<file path="src/hdl/table_interpolating_linearizer_unit_assert.svh">
// Assertion macros for the table interpolating linearizer.
// Included by the top level; depends on nothing else.
`ifndef TABLE_INTERPOLATING_LINEARIZER_UNIT_ASSERT_SVH
`define TABLE_INTERPOLATING_LINEARIZER_UNIT_ASSERT_SVH

// Same-cycle implication, checked outside reset.
`define TILU_ASSERT_NOW(label, clk, rstn, ante, cons, msg) \
    label: assert property (@(posedge clk) disable iff (!(rstn)) (ante) |-> (cons)) \
        else $error(msg);

// Next-cycle implication, checked outside reset.
`define TILU_ASSERT_NEXT(label, clk, rstn, ante, cons, msg) \
    label: assert property (@(posedge clk) disable iff (!(rstn)) (ante) |=> (cons)) \
        else $error(msg);

`endif

</file>
<file path="src/hdl/tilu_pkg.sv">
// Shared types and constants for the table interpolating linearizer.
// Used by every module of the block; depends on nothing.
`default_nettype none

package tilu_pkg;

    // Field widths fixed by the item format.
    localparam int ADC_W    = 10;
    localparam int TEMP_W   = 16;
    localparam int IDX_W    = 5;
    localparam int CFG_W    = 6;
    localparam int STAT_W   = 2;

    // Interpolation datapath widths.
    localparam int DIFF_W   = TEMP_W + 1;
    localparam int DS_W     = ADC_W + 1;
    localparam int PROD_W   = DIFF_W + DS_W;
    localparam int MAG_W    = PROD_W - 2;
    localparam int DEN_W    = ADC_W;
    localparam int DCNT_W   = $clog2(MAG_W + 1);

    // Table defaults.
    localparam int               DEPTH_DEFAULT = 32;
    localparam logic [CFG_W-1:0] CFG_RESET     = 6'd32;
    localparam logic [CFG_W-1:0] CFG_MIN       = 6'd2;

    // Operation codes.
    localparam logic OP_LOAD    = 1'b0;
    localparam logic OP_CONVERT = 1'b1;

    // Range status codes.
    localparam logic [STAT_W-1:0] ST_WITHIN = 2'd0;
    localparam logic [STAT_W-1:0] ST_BELOW  = 2'd1;
    localparam logic [STAT_W-1:0] ST_ABOVE  = 2'd2;

    // One breakpoint as stored in the table memory.
    typedef struct packed {
        logic [ADC_W-1:0]  adc;
        logic [TEMP_W-1:0] temp;
    } entry_t;

endpackage

`default_nettype wire

</file>
<file path="src/hdl/tilu_table.sv">
// Breakpoint table memory: one write port, one synchronous read port.
// Depends on tilu_pkg for the entry type.
`default_nettype none

module tilu_table
    import tilu_pkg::*;
#(
    parameter int DEPTH = DEPTH_DEFAULT,
    parameter int AW    = $clog2(DEPTH)
) (
    input  wire logic          aclk,
    input  wire logic          wr_en,
    input  wire logic [AW-1:0] wr_addr,
    input  wire entry_t        wr_data,
    input  wire logic          rd_en,
    input  wire logic [AW-1:0] rd_addr,
    output entry_t             rd_data
);

    entry_t mem [DEPTH];
    entry_t rd_data_reg;

    // Write port.
    always_ff @(posedge aclk) begin
        if (wr_en) begin
            mem[wr_addr] <= wr_data;
        end
    end

    // Registered read port: data for an enabled read appears in the next cycle.
    always_ff @(posedge aclk) begin
        if (rd_en) begin
            rd_data_reg <= mem[rd_addr];
        end
    end

    assign rd_data = rd_data_reg;

endmodule

`default_nettype wire

</file>
<file path="src/hdl/tilu_div.sv">
// Restoring divider, one quotient bit per cycle, unsigned operands.
// Depends on tilu_pkg for the datapath widths.
`default_nettype none

module tilu_div
    import tilu_pkg::*;
(
    input  wire logic             aclk,
    input  wire logic             aresetn,
    input  wire logic             start,
    input  wire logic [MAG_W-1:0] dividend,
    input  wire logic [DEN_W-1:0] divisor,
    output logic                  busy,
    output logic                  done,
    output logic [MAG_W-1:0]      quotient
);

    logic              busy_reg, busy_next;
    logic              done_reg, done_next;
    logic [DCNT_W-1:0] cnt_reg, cnt_next;
    logic [MAG_W-1:0]  quo_reg, quo_next;
    logic [DEN_W-1:0]  rem_reg, rem_next;
    logic [DEN_W-1:0]  den_reg, den_next;
    logic [DEN_W:0]    trial;
    logic              fits;

    // One shift-and-subtract step.
    assign trial = {rem_reg, quo_reg[MAG_W-1]};
    assign fits  = (trial >= {1'b0, den_reg});

    always_comb begin
        busy_next = busy_reg;
        done_next = 1'b0;
        cnt_next  = cnt_reg;
        quo_next  = quo_reg;
        rem_next  = rem_reg;
        den_next  = den_reg;
        if (start) begin
            busy_next = 1'b1;
            cnt_next  = DCNT_W'(MAG_W);
            quo_next  = dividend;
            rem_next  = '0;
            den_next  = divisor;
        end else if (busy_reg) begin
            if (fits) begin
                rem_next = DEN_W'(trial - {1'b0, den_reg});
            end else begin
                rem_next = DEN_W'(trial);
            end
            quo_next = {quo_reg[MAG_W-2:0], fits};
            cnt_next = cnt_reg - 1'b1;
            if (cnt_reg == DCNT_W'(1)) begin
                busy_next = 1'b0;
                done_next = 1'b1;
            end
        end
    end

    // Control state is reset; the datapath is not.
    always_ff @(posedge aclk) begin
        if (!aresetn) begin
            busy_reg <= 1'b0;
            done_reg <= 1'b0;
        end else begin
            busy_reg <= busy_next;
            done_reg <= done_next;
        end
    end

    always_ff @(posedge aclk) begin
        cnt_reg <= cnt_next;
        quo_reg <= quo_next;
        rem_reg <= rem_next;
        den_reg <= den_next;
    end

    assign busy     = busy_reg;
    assign done     = done_reg;
    assign quotient = quo_reg;

endmodule

`default_nettype wire

</file>
<file path="src/hdl/table_interpolating_linearizer_unit.sv">
// Top level of the table interpolating linearizer: sequencer, table, divider.
// Depends on tilu_pkg, tilu_table, tilu_div and the assertion macro header.
//
//  Channel | Ports                                   | Direction | Beat
//  --------+-----------------------------------------+-----------+-----------------------------
//  s_      | s_valid/s_ready, opcode, index, fields  | in        | load or convert item
//  m_      | m_valid/m_ready, temperature, status    | out       | one result per convert
//  cfg_    | cfg_wr_en, cfg_wr_data                  | in        | entries_in_use write
//
// A load beat writes the table at the accept edge.
// A convert beat scans the entries in use (at least two, at most the table depth),
// one table read per cycle through the memory's single read port, then a
// multiply step and the divider.
// Exact hits and clamped samples skip the multiply and divide.
// Reset is synchronous and active low; the table contents are not cleared.
// The input is held off while a convert is in flight or its result waits
// for the output register; loads are accepted even while m_valid is pending.
`default_nettype none
`include "table_interpolating_linearizer_unit_assert.svh"

module table_interpolating_linearizer_unit
    import tilu_pkg::*;
#(
    parameter int TABLE_DEPTH = DEPTH_DEFAULT
) (
    input  wire logic                     aclk,
    input  wire logic                     aresetn,
    input  wire logic                     s_valid,
    output logic                          s_ready,
    input  wire logic                     s_opcode,
    input  wire logic [IDX_W-1:0]         s_entry_index,
    input  wire logic [ADC_W-1:0]         s_entry_adc,
    input  wire logic signed [TEMP_W-1:0] s_entry_temp,
    input  wire logic [ADC_W-1:0]         s_sample,
    output logic                          m_valid,
    input  wire logic                     m_ready,
    output logic signed [TEMP_W-1:0]      m_temperature,
    output logic [STAT_W-1:0]             m_range_status,
    output logic                          m_exact_hit,
    input  wire logic                     cfg_wr_en,
    input  wire logic [CFG_W-1:0]         cfg_wr_data
);

    localparam int AW = $clog2(TABLE_DEPTH);

    // Sequencer states.
    localparam logic [2:0] S_IDLE  = 3'd0;
    localparam logic [2:0] S_SCAN  = 3'd1;
    localparam logic [2:0] S_MUL   = 3'd2;
    localparam logic [2:0] S_DIVST = 3'd3;
    localparam logic [2:0] S_DIVW  = 3'd4;
    localparam logic [2:0] S_FIN   = 3'd5;

    logic [2:0]               state_reg, state_next;
    logic [CFG_W-1:0]         cfg_reg, cfg_next;
    logic [ADC_W-1:0]         sample_reg, sample_next;
    logic [AW-1:0]            last_reg, last_next;
    logic [AW-1:0]            issue_idx_reg, issue_idx_next;
    logic                     issue_done_reg, issue_done_next;
    logic                     rd_valid_reg, rd_valid_next;
    logic [AW-1:0]            cmp_idx_reg, cmp_idx_next;
    entry_t                   prev_reg, prev_next;
    entry_t                   cur_reg, cur_next;
    logic signed [PROD_W-1:0] prod_reg, prod_next;
    logic [TEMP_W-1:0]        res_temp_reg, res_temp_next;
    logic [STAT_W-1:0]        res_status_reg, res_status_next;
    logic                     res_exact_reg, res_exact_next;
    logic                     m_valid_reg, m_valid_next;
    logic [TEMP_W-1:0]        m_temp_reg, m_temp_next;
    logic [STAT_W-1:0]        m_status_reg, m_status_next;
    logic                     m_exact_reg, m_exact_next;

    logic                     s_fire;
    logic                     mem_we;
    logic                     mem_re;
    entry_t                   mem_wdata;
    entry_t                   mem_rdata;
    logic                     div_start;
    logic                     div_busy;
    logic                     div_done;
    logic [MAG_W-1:0]         div_quo;
    logic [MAG_W-1:0]         div_mag;
    logic [DEN_W-1:0]         div_den;
    logic signed [PROD_W-1:0] diff_ext;
    logic signed [PROD_W-1:0] ds_ext;
    logic [TEMP_W-1:0]        q_lo;
    logic [TEMP_W-1:0]        q_adj;

    assign s_ready = (state_reg == S_IDLE);
    assign s_fire  = s_valid && s_ready;

    // Table writes from load beats; indexes past the table are dropped.
    assign mem_we    = s_fire && (s_opcode == OP_LOAD) && (32'(s_entry_index) < TABLE_DEPTH);
    assign mem_wdata = '{adc: s_entry_adc, temp: s_entry_temp};
    assign mem_re    = (state_reg == S_SCAN) && !issue_done_reg;

    tilu_table #(
        .DEPTH (TABLE_DEPTH),
        .AW    (AW)
    ) u_table (
        .aclk    (aclk),
        .wr_en   (mem_we),
        .wr_addr (AW'(s_entry_index)),
        .wr_data (mem_wdata),
        .rd_en   (mem_re),
        .rd_addr (issue_idx_reg),
        .rd_data (mem_rdata)
    );

    // Interpolation operands from the bracketing pair.
    assign diff_ext = PROD_W'($signed({cur_reg.temp[TEMP_W-1], cur_reg.temp}))
                    - PROD_W'($signed({prev_reg.temp[TEMP_W-1], prev_reg.temp}));
    assign ds_ext   = PROD_W'($signed({1'b0, sample_reg - prev_reg.adc}));
    assign div_den  = cur_reg.adc - prev_reg.adc;
    assign div_mag  = prod_reg[PROD_W-1] ? MAG_W'(-prod_reg) : MAG_W'(prod_reg);
    assign div_start = (state_reg == S_DIVST);

    tilu_div u_div (
        .aclk     (aclk),
        .aresetn  (aresetn),
        .start    (div_start),
        .dividend (div_mag),
        .divisor  (div_den),
        .busy     (div_busy),
        .done     (div_done),
        .quotient (div_quo)
    );

    // Quotient rounded toward zero: negate the magnitude for a negative product.
    assign q_lo  = div_quo[TEMP_W-1:0];
    assign q_adj = prod_reg[PROD_W-1] ? (~q_lo + 1'b1) : q_lo;

    // Sequencer and datapath next state.
    always_comb begin
        state_next      = state_reg;
        cfg_next        = cfg_reg;
        sample_next     = sample_reg;
        last_next       = last_reg;
        issue_idx_next  = issue_idx_reg;
        issue_done_next = issue_done_reg;
        rd_valid_next   = 1'b0;
        cmp_idx_next    = cmp_idx_reg;
        prev_next       = prev_reg;
        cur_next        = cur_reg;
        prod_next       = prod_reg;
        res_temp_next   = res_temp_reg;
        res_status_next = res_status_reg;
        res_exact_next  = res_exact_reg;
        m_valid_next    = m_valid_reg;
        m_temp_next     = m_temp_reg;
        m_status_next   = m_status_reg;
        m_exact_next    = m_exact_reg;

        if (cfg_wr_en) begin
            cfg_next = cfg_wr_data;
        end

        // The output register empties when its beat is taken.
        if (m_valid_reg && m_ready) begin
            m_valid_next = 1'b0;
        end

        case (state_reg)
            S_IDLE: begin
                if (s_fire && (s_opcode == OP_CONVERT)) begin
                    sample_next     = s_sample;
                    issue_idx_next  = '0;
                    issue_done_next = 1'b0;
                    cmp_idx_next    = '0;
                    // Entry count saturated into the table's range.
                    if (32'(cfg_reg) > TABLE_DEPTH) begin
                        last_next = AW'(TABLE_DEPTH - 1);
                    end else if (cfg_reg < CFG_MIN) begin
                        last_next = AW'(1);
                    end else begin
                        last_next = AW'(cfg_reg - 1'b1);
                    end
                    state_next = S_SCAN;
                end
            end
            S_SCAN: begin
                // Issue side: one read a cycle up to the last entry in use.
                if (mem_re) begin
                    rd_valid_next = 1'b1;
                    if (issue_idx_reg == last_reg) begin
                        issue_done_next = 1'b1;
                    end else begin
                        issue_idx_next = issue_idx_reg + 1'b1;
                    end
                end
                // Compare side: data returned for entry cmp_idx_reg.
                if (rd_valid_reg) begin
                    if (mem_rdata.adc >= sample_reg) begin
                        cur_next      = mem_rdata;
                        res_temp_next = mem_rdata.temp;
                        if (mem_rdata.adc == sample_reg) begin
                            res_status_next = ST_WITHIN;
                            res_exact_next  = 1'b1;
                            state_next      = S_FIN;
                        end else if (cmp_idx_reg == '0) begin
                            res_status_next = ST_BELOW;
                            res_exact_next  = 1'b0;
                            state_next      = S_FIN;
                        end else begin
                            res_status_next = ST_WITHIN;
                            res_exact_next  = 1'b0;
                            state_next      = S_MUL;
                        end
                    end else if (cmp_idx_reg == last_reg) begin
                        res_temp_next   = mem_rdata.temp;
                        res_status_next = ST_ABOVE;
                        res_exact_next  = 1'b0;
                        state_next      = S_FIN;
                    end else begin
                        prev_next    = mem_rdata;
                        cmp_idx_next = cmp_idx_reg + 1'b1;
                    end
                end
            end
            S_MUL: begin
                prod_next  = diff_ext * ds_ext;
                state_next = S_DIVST;
            end
            S_DIVST: begin
                state_next = S_DIVW;
            end
            S_DIVW: begin
                if (div_done) begin
                    res_temp_next = prev_reg.temp + q_adj;
                    state_next    = S_FIN;
                end
            end
            S_FIN: begin
                // Hand over once the output register is free.
                if (!m_valid_reg || m_ready) begin
                    m_valid_next  = 1'b1;
                    m_temp_next   = res_temp_reg;
                    m_status_next = res_status_reg;
                    m_exact_next  = res_exact_reg;
                    state_next    = S_IDLE;
                end
            end
            default: begin
                state_next = S_IDLE;
            end
        endcase
    end

    // Control registers.
    always_ff @(posedge aclk) begin
        if (!aresetn) begin
            state_reg      <= S_IDLE;
            cfg_reg        <= CFG_RESET;
            issue_done_reg <= 1'b0;
            rd_valid_reg   <= 1'b0;
            m_valid_reg    <= 1'b0;
        end else begin
            state_reg      <= state_next;
            cfg_reg        <= cfg_next;
            issue_done_reg <= issue_done_next;
            rd_valid_reg   <= rd_valid_next;
            m_valid_reg    <= m_valid_next;
        end
    end

    // Payload registers.
    always_ff @(posedge aclk) begin
        sample_reg     <= sample_next;
        last_reg       <= last_next;
        issue_idx_reg  <= issue_idx_next;
        cmp_idx_reg    <= cmp_idx_next;
        prev_reg       <= prev_next;
        cur_reg        <= cur_next;
        prod_reg       <= prod_next;
        res_temp_reg   <= res_temp_next;
        res_status_reg <= res_status_next;
        res_exact_reg  <= res_exact_next;
        m_temp_reg     <= m_temp_next;
        m_status_reg   <= m_status_next;
        m_exact_reg    <= m_exact_next;
    end

    assign m_valid        = m_valid_reg;
    assign m_temperature  = m_temp_reg;
    assign m_range_status = m_status_reg;
    assign m_exact_hit    = m_exact_reg;

    // Read data only ever comes back in the cycle after a scan cycle.
    `TILU_ASSERT_NEXT(a_rd_in_scan, aclk, aresetn, state_reg != S_SCAN, !rd_valid_reg, "stray read data")
    // The divider only runs while the sequencer waits for it.
    `TILU_ASSERT_NOW(a_div_owned, aclk, aresetn, div_busy, state_reg == S_DIVW, "divider busy outside its wait state")
    // An exact hit is never reported together with a clamp.
    `TILU_ASSERT_NOW(a_exact_within, aclk, aresetn, m_valid && m_exact_hit, m_range_status == ST_WITHIN, "exact hit with clamp status")
    // An accepted convert beat starts the table scan.
    `TILU_ASSERT_NEXT(a_conv_scans, aclk, aresetn, s_valid && s_ready && (s_opcode == OP_CONVERT), state_reg == S_SCAN, "convert beat did not start scan")

endmodule

`default_nettype wire

</file>
<file path="config.mk">
export PLATFORM = sky130hd
export DESIGN_NAME = table_interpolating_linearizer_unit
export DESIGN_NICKNAME = d
export VERILOG_FILES = /design/src/hdl/tilu_pkg.sv /design/src/hdl/tilu_table.sv /design/src/hdl/tilu_div.sv /design/src/hdl/table_interpolating_linearizer_unit.sv
export VERILOG_INCLUDE_DIRS = /design/src /design/src/hdl
export SDC_FILE = /design/constraint.sdc
export NUM_CORES = 2
export LEC_CHECK = 0
export BUFFER_PORTS_ARGS = -buffer_cell sky130_fd_sc_hd__buf_2
export CORE_ASPECT_RATIO = 0.7
export CORE_MARGIN = 1.5
export CORE_UTILIZATION = 63
export CTS_CLUSTER_DIAMETER = 30
export CTS_CLUSTER_SIZE = 30
export DETAILED_ROUTE_END_ITERATION = 8
export PLACE_DENSITY = 0.8
export SYNTH_ARGS = -nofsm -noshare
export SYNTH_HDL_FRONTEND = slang
export SYNTH_SLANG_ARGS = --single-unit
</file>
<file path="constraint.sdc">
create_clock -name aclk -period 9.04 [get_ports aclk]
set_clock_uncertainty 0.1 [all_clocks]
set_input_delay 1.356 -clock aclk [delete_from_list [all_inputs] [get_ports aclk]]
set_output_delay 1.356 -clock aclk [all_outputs]
set_load 0.05 [all_outputs]
</file>
==> impl_metrics.yaml <==
yosys:
  synth_compound_area_share_pct: 3.32
  synthAdderAreaFrac_pct: 9.81
  synth.mux.area_fraction_pct: 12.7
  synth_top_area_share_pct: 62.6
  synthArstFlopShare_pct: 0
  synth_top_family_by_area: "multiplexers"
  synth-simple-area-share_pct: 5.21
  yosys.area_share.xor_xnor_pct: 2.40
  synth_cell_types: 65
  post_synth_main_area_contributors: "edfxtp_1, mux4_2, fa_1, ha_1, inv_1"
  syn-instance-count: 2982
  yosysSeqAreaShare_pct: 63.7
  ys.warnings.count: 0
  synth_area_leader_cell: "edfxtp_1"
  synth_ff_type: "edfxtp_1"
  synth-edff-count: 1036
  synth_nets: 3331
  synth_seq_cells: 1065
  syn_area_um2: 49700
  synth_area_per_cell_um2: 16.7
critical_path:
  critPathKind: "register to register"
  cp.required_ns: 9.45
  r2r_start: "prev_reg[0]$_DFFE_PP_"
  worst_ep_arrival_time_ns: 8.72
  crit_path_end_kind: "register"
  rr_worst_depth: 25
  setup.worst_path.start_class: "register"
  crit_start: "prev_reg[0]$_DFFE_PP_"
  crit_fanout: 5
die:
  io_pins: 74
  coreArea_um2: 77500
  dieArea_um2: 80700
  dieHeight_um: 238
  fp-row-count: 85
  start_util_pct: 64.1
  die_x_um: 339
status:
  outcome: "finished clean"
grt:
  grt_max_degree: 144
  overflow: 0
  grt_pass1_vias: 29297
  track_usage_pct: 32.9
  antenna_found_initial: 6
  grt_pass1_wl_um: 191000
sta:
  rsz0062_at_grt: "no"
  hold_viol: 0
  fin_tns_setup_ns: 0
  fmax_ghz: 0.120
  period_needed_ns: 8.31
  setup_viol: 0
  tightest_slew_ns: 1.24
  period_share_pct: 91.9
  fin_ws_ns: 0.731
  maxSlewViolCount: 0
  slew_headroom_pct: 17.5
route:
  drt_first_iter_violations: 4119
  drt_first_pass_iters: 8
  via_per_inst: 6.64
  drc: 0
  ant_nets: 0
  wl_per_cell_um: 29.9
  vias: 28591
  wirelength_um: 129000
clock_tree:
  postCtsSetupBuffers: 0
  cts.sinks: 1065
  root_buffer: "clkbuf_16"
  clk_path_buf_depth: 3
  hold_buffers: 0
  ctsResizeCount: 0
  cts_tree: "yes"
  numCtsBuffers: 135
  clk_latency_ns: 0.75
  htree_levels: 4
  clk_pin_slew_worst_paths_ns: 0.06
power:
  ir_drop_uv: 600
  power_uw: 21800
  switchingPower_uw: 8050
  pwr-share-comb_pct: 46.2
  clkPwrFrac_pct: 25.2
  power.leakage_uw: 0.0200
  p_sw_share_pct: 36.9
  pwr-share-seq_pct: 28.7
  p_int_uw: 13800
  p_per_area_nw_per_um2: 387
cells_and_area:
  layout-drive-gt1-share_pct: 21.7
  layout_commonest_cell: "edfxtp_1"
  mostFrequentLayoutCells: "edfxtp_1, inv_1, mux4_2"
  syn_to_final_growth_pct: 13.4
  final_cells: 4305
  largest_register_ffs: 832
  fin_nets: 3496
  post-route-util_pct: 72.7
run:
  cap_violations: 0
placement:
  dp_cells: 4054
  port_buffers: 73
  hpwl_um: 71000
  gp_congestion: 0.888
  place_ws_ns: 0.964
hold_path:
  hp-start: "res_exact_reg$_SDFFCE_PN0P_"
  hold_path_depth: 0
  hold_path_class: "register to register"
==> worst paths after layout <==
path / to / slack (ns)
worst min register to register: m_exact_hit$_DFFE_PP_ / 0.32
worst min-delay path: m_exact_hit$_DFFE_PP_ / 0.32
worst max register to register: prod_reg[27]$_DFFE_PP_ / 0.73
worst max-delay path: prod_reg[27]$_DFFE_PP_ / 0.73
==> final cells by class <==
| type | instances | area, um2 |
|---|---|---|
| antenna | 2 | 5.00 |
| sequential | 1065 | 31700 |
| multi-input combinational | 1547 | 16900 |
| clock inverter | 101 | 1150 |
| tap | 1044 | 1310 |
| inverter | 268 | 1010 |
| fill | 4400 | 21200 |
| timing repair buffer | 130 | 818 |
| clock buffer | 148 | 3500 |
==> layer usage <==
metal	GRT usage, %	wire length [um]	up-vias
met5	0	29	-
met4	12.2	4610	4
met3	6.73	14400	319
met2	53.0	62500	2103
met1	45.3	47000	14563
li1	-	-	11602
==> kinds of logic (layout without fill, tap and decap cells) <==
family | count (synthesis) | in the layout
other | 0 | 2
AND/OR/NAND/NOR | 550 | 550
adder cells (fa/ha/maj) | 297 | 297
buffers and inverters | 370 | 647
AO/OA/AOI/OAI | 260 | 260
XOR/XNOR | 136 | 136
flip-flops | 1065 | 1065
multiplexers | 304 | 304
==> synthesized netlist by cell type (all sizes together) (52+ instances only) <==
cell type / count
edfxtp: 1036
inv: 268
mux4: 260
nand2: 192
fa: 155
ha: 141
nor2: 139
o21ai: 95
xnor2: 81
clkbuf: 73
a21oi: 58
xor2: 55
nor2b: 52
==> metrics by stage <==
step / hold WS, ns / instance area (um2)
final: 0.317 / 56400
after global routing: 0.322 / 56400
after CTS: 0.318 / 56400
after detailed placement: 0.305 / 51700
after global placement: 0.301 / 51700
after floorplan: 0.300 / 49700
==> power groups by stage <==
stage / combinational, uW / clock, uW / sequential (uW)
after detailed placement: 9820 / 0 / 6340
after CTS: 10000 / 5530 / 6250
after global placement: 9620 / 0 / 6330
after global routing: 11200 / 5730 / 6260
after floorplan: 7710 / 0 / 6270
final: 10100 / 5490 / 6250
==> worst max-delay path, cell delays in order, from the launching register on <==
cell and delay, ns:
edfxtp_1 0.42, ha_1 0.25, fa_1 0.44, nor2b_1 0.15, o21ai_0 0.14, a21oi_1 0.28, o211a_1 0.20, o2111ai_1 0.16
a31oi_1 0.49, a21oi_1 0.20, o21ai_0 0.58, nor2_1 0.14, fa_1 0.60, inv_1 0.13, fa_1 0.50, fa_1 0.56
fa_1 0.43, fa_1 0.49, inv_1 0.04, ha_1 0.32, a21o_1 0.20, a21o_1 0.19, a21o_1 0.22, o41ai_4 0.37
mux2i_1 0.14, a2111oi_2 0.34
(Power assumes the default switching activity.)
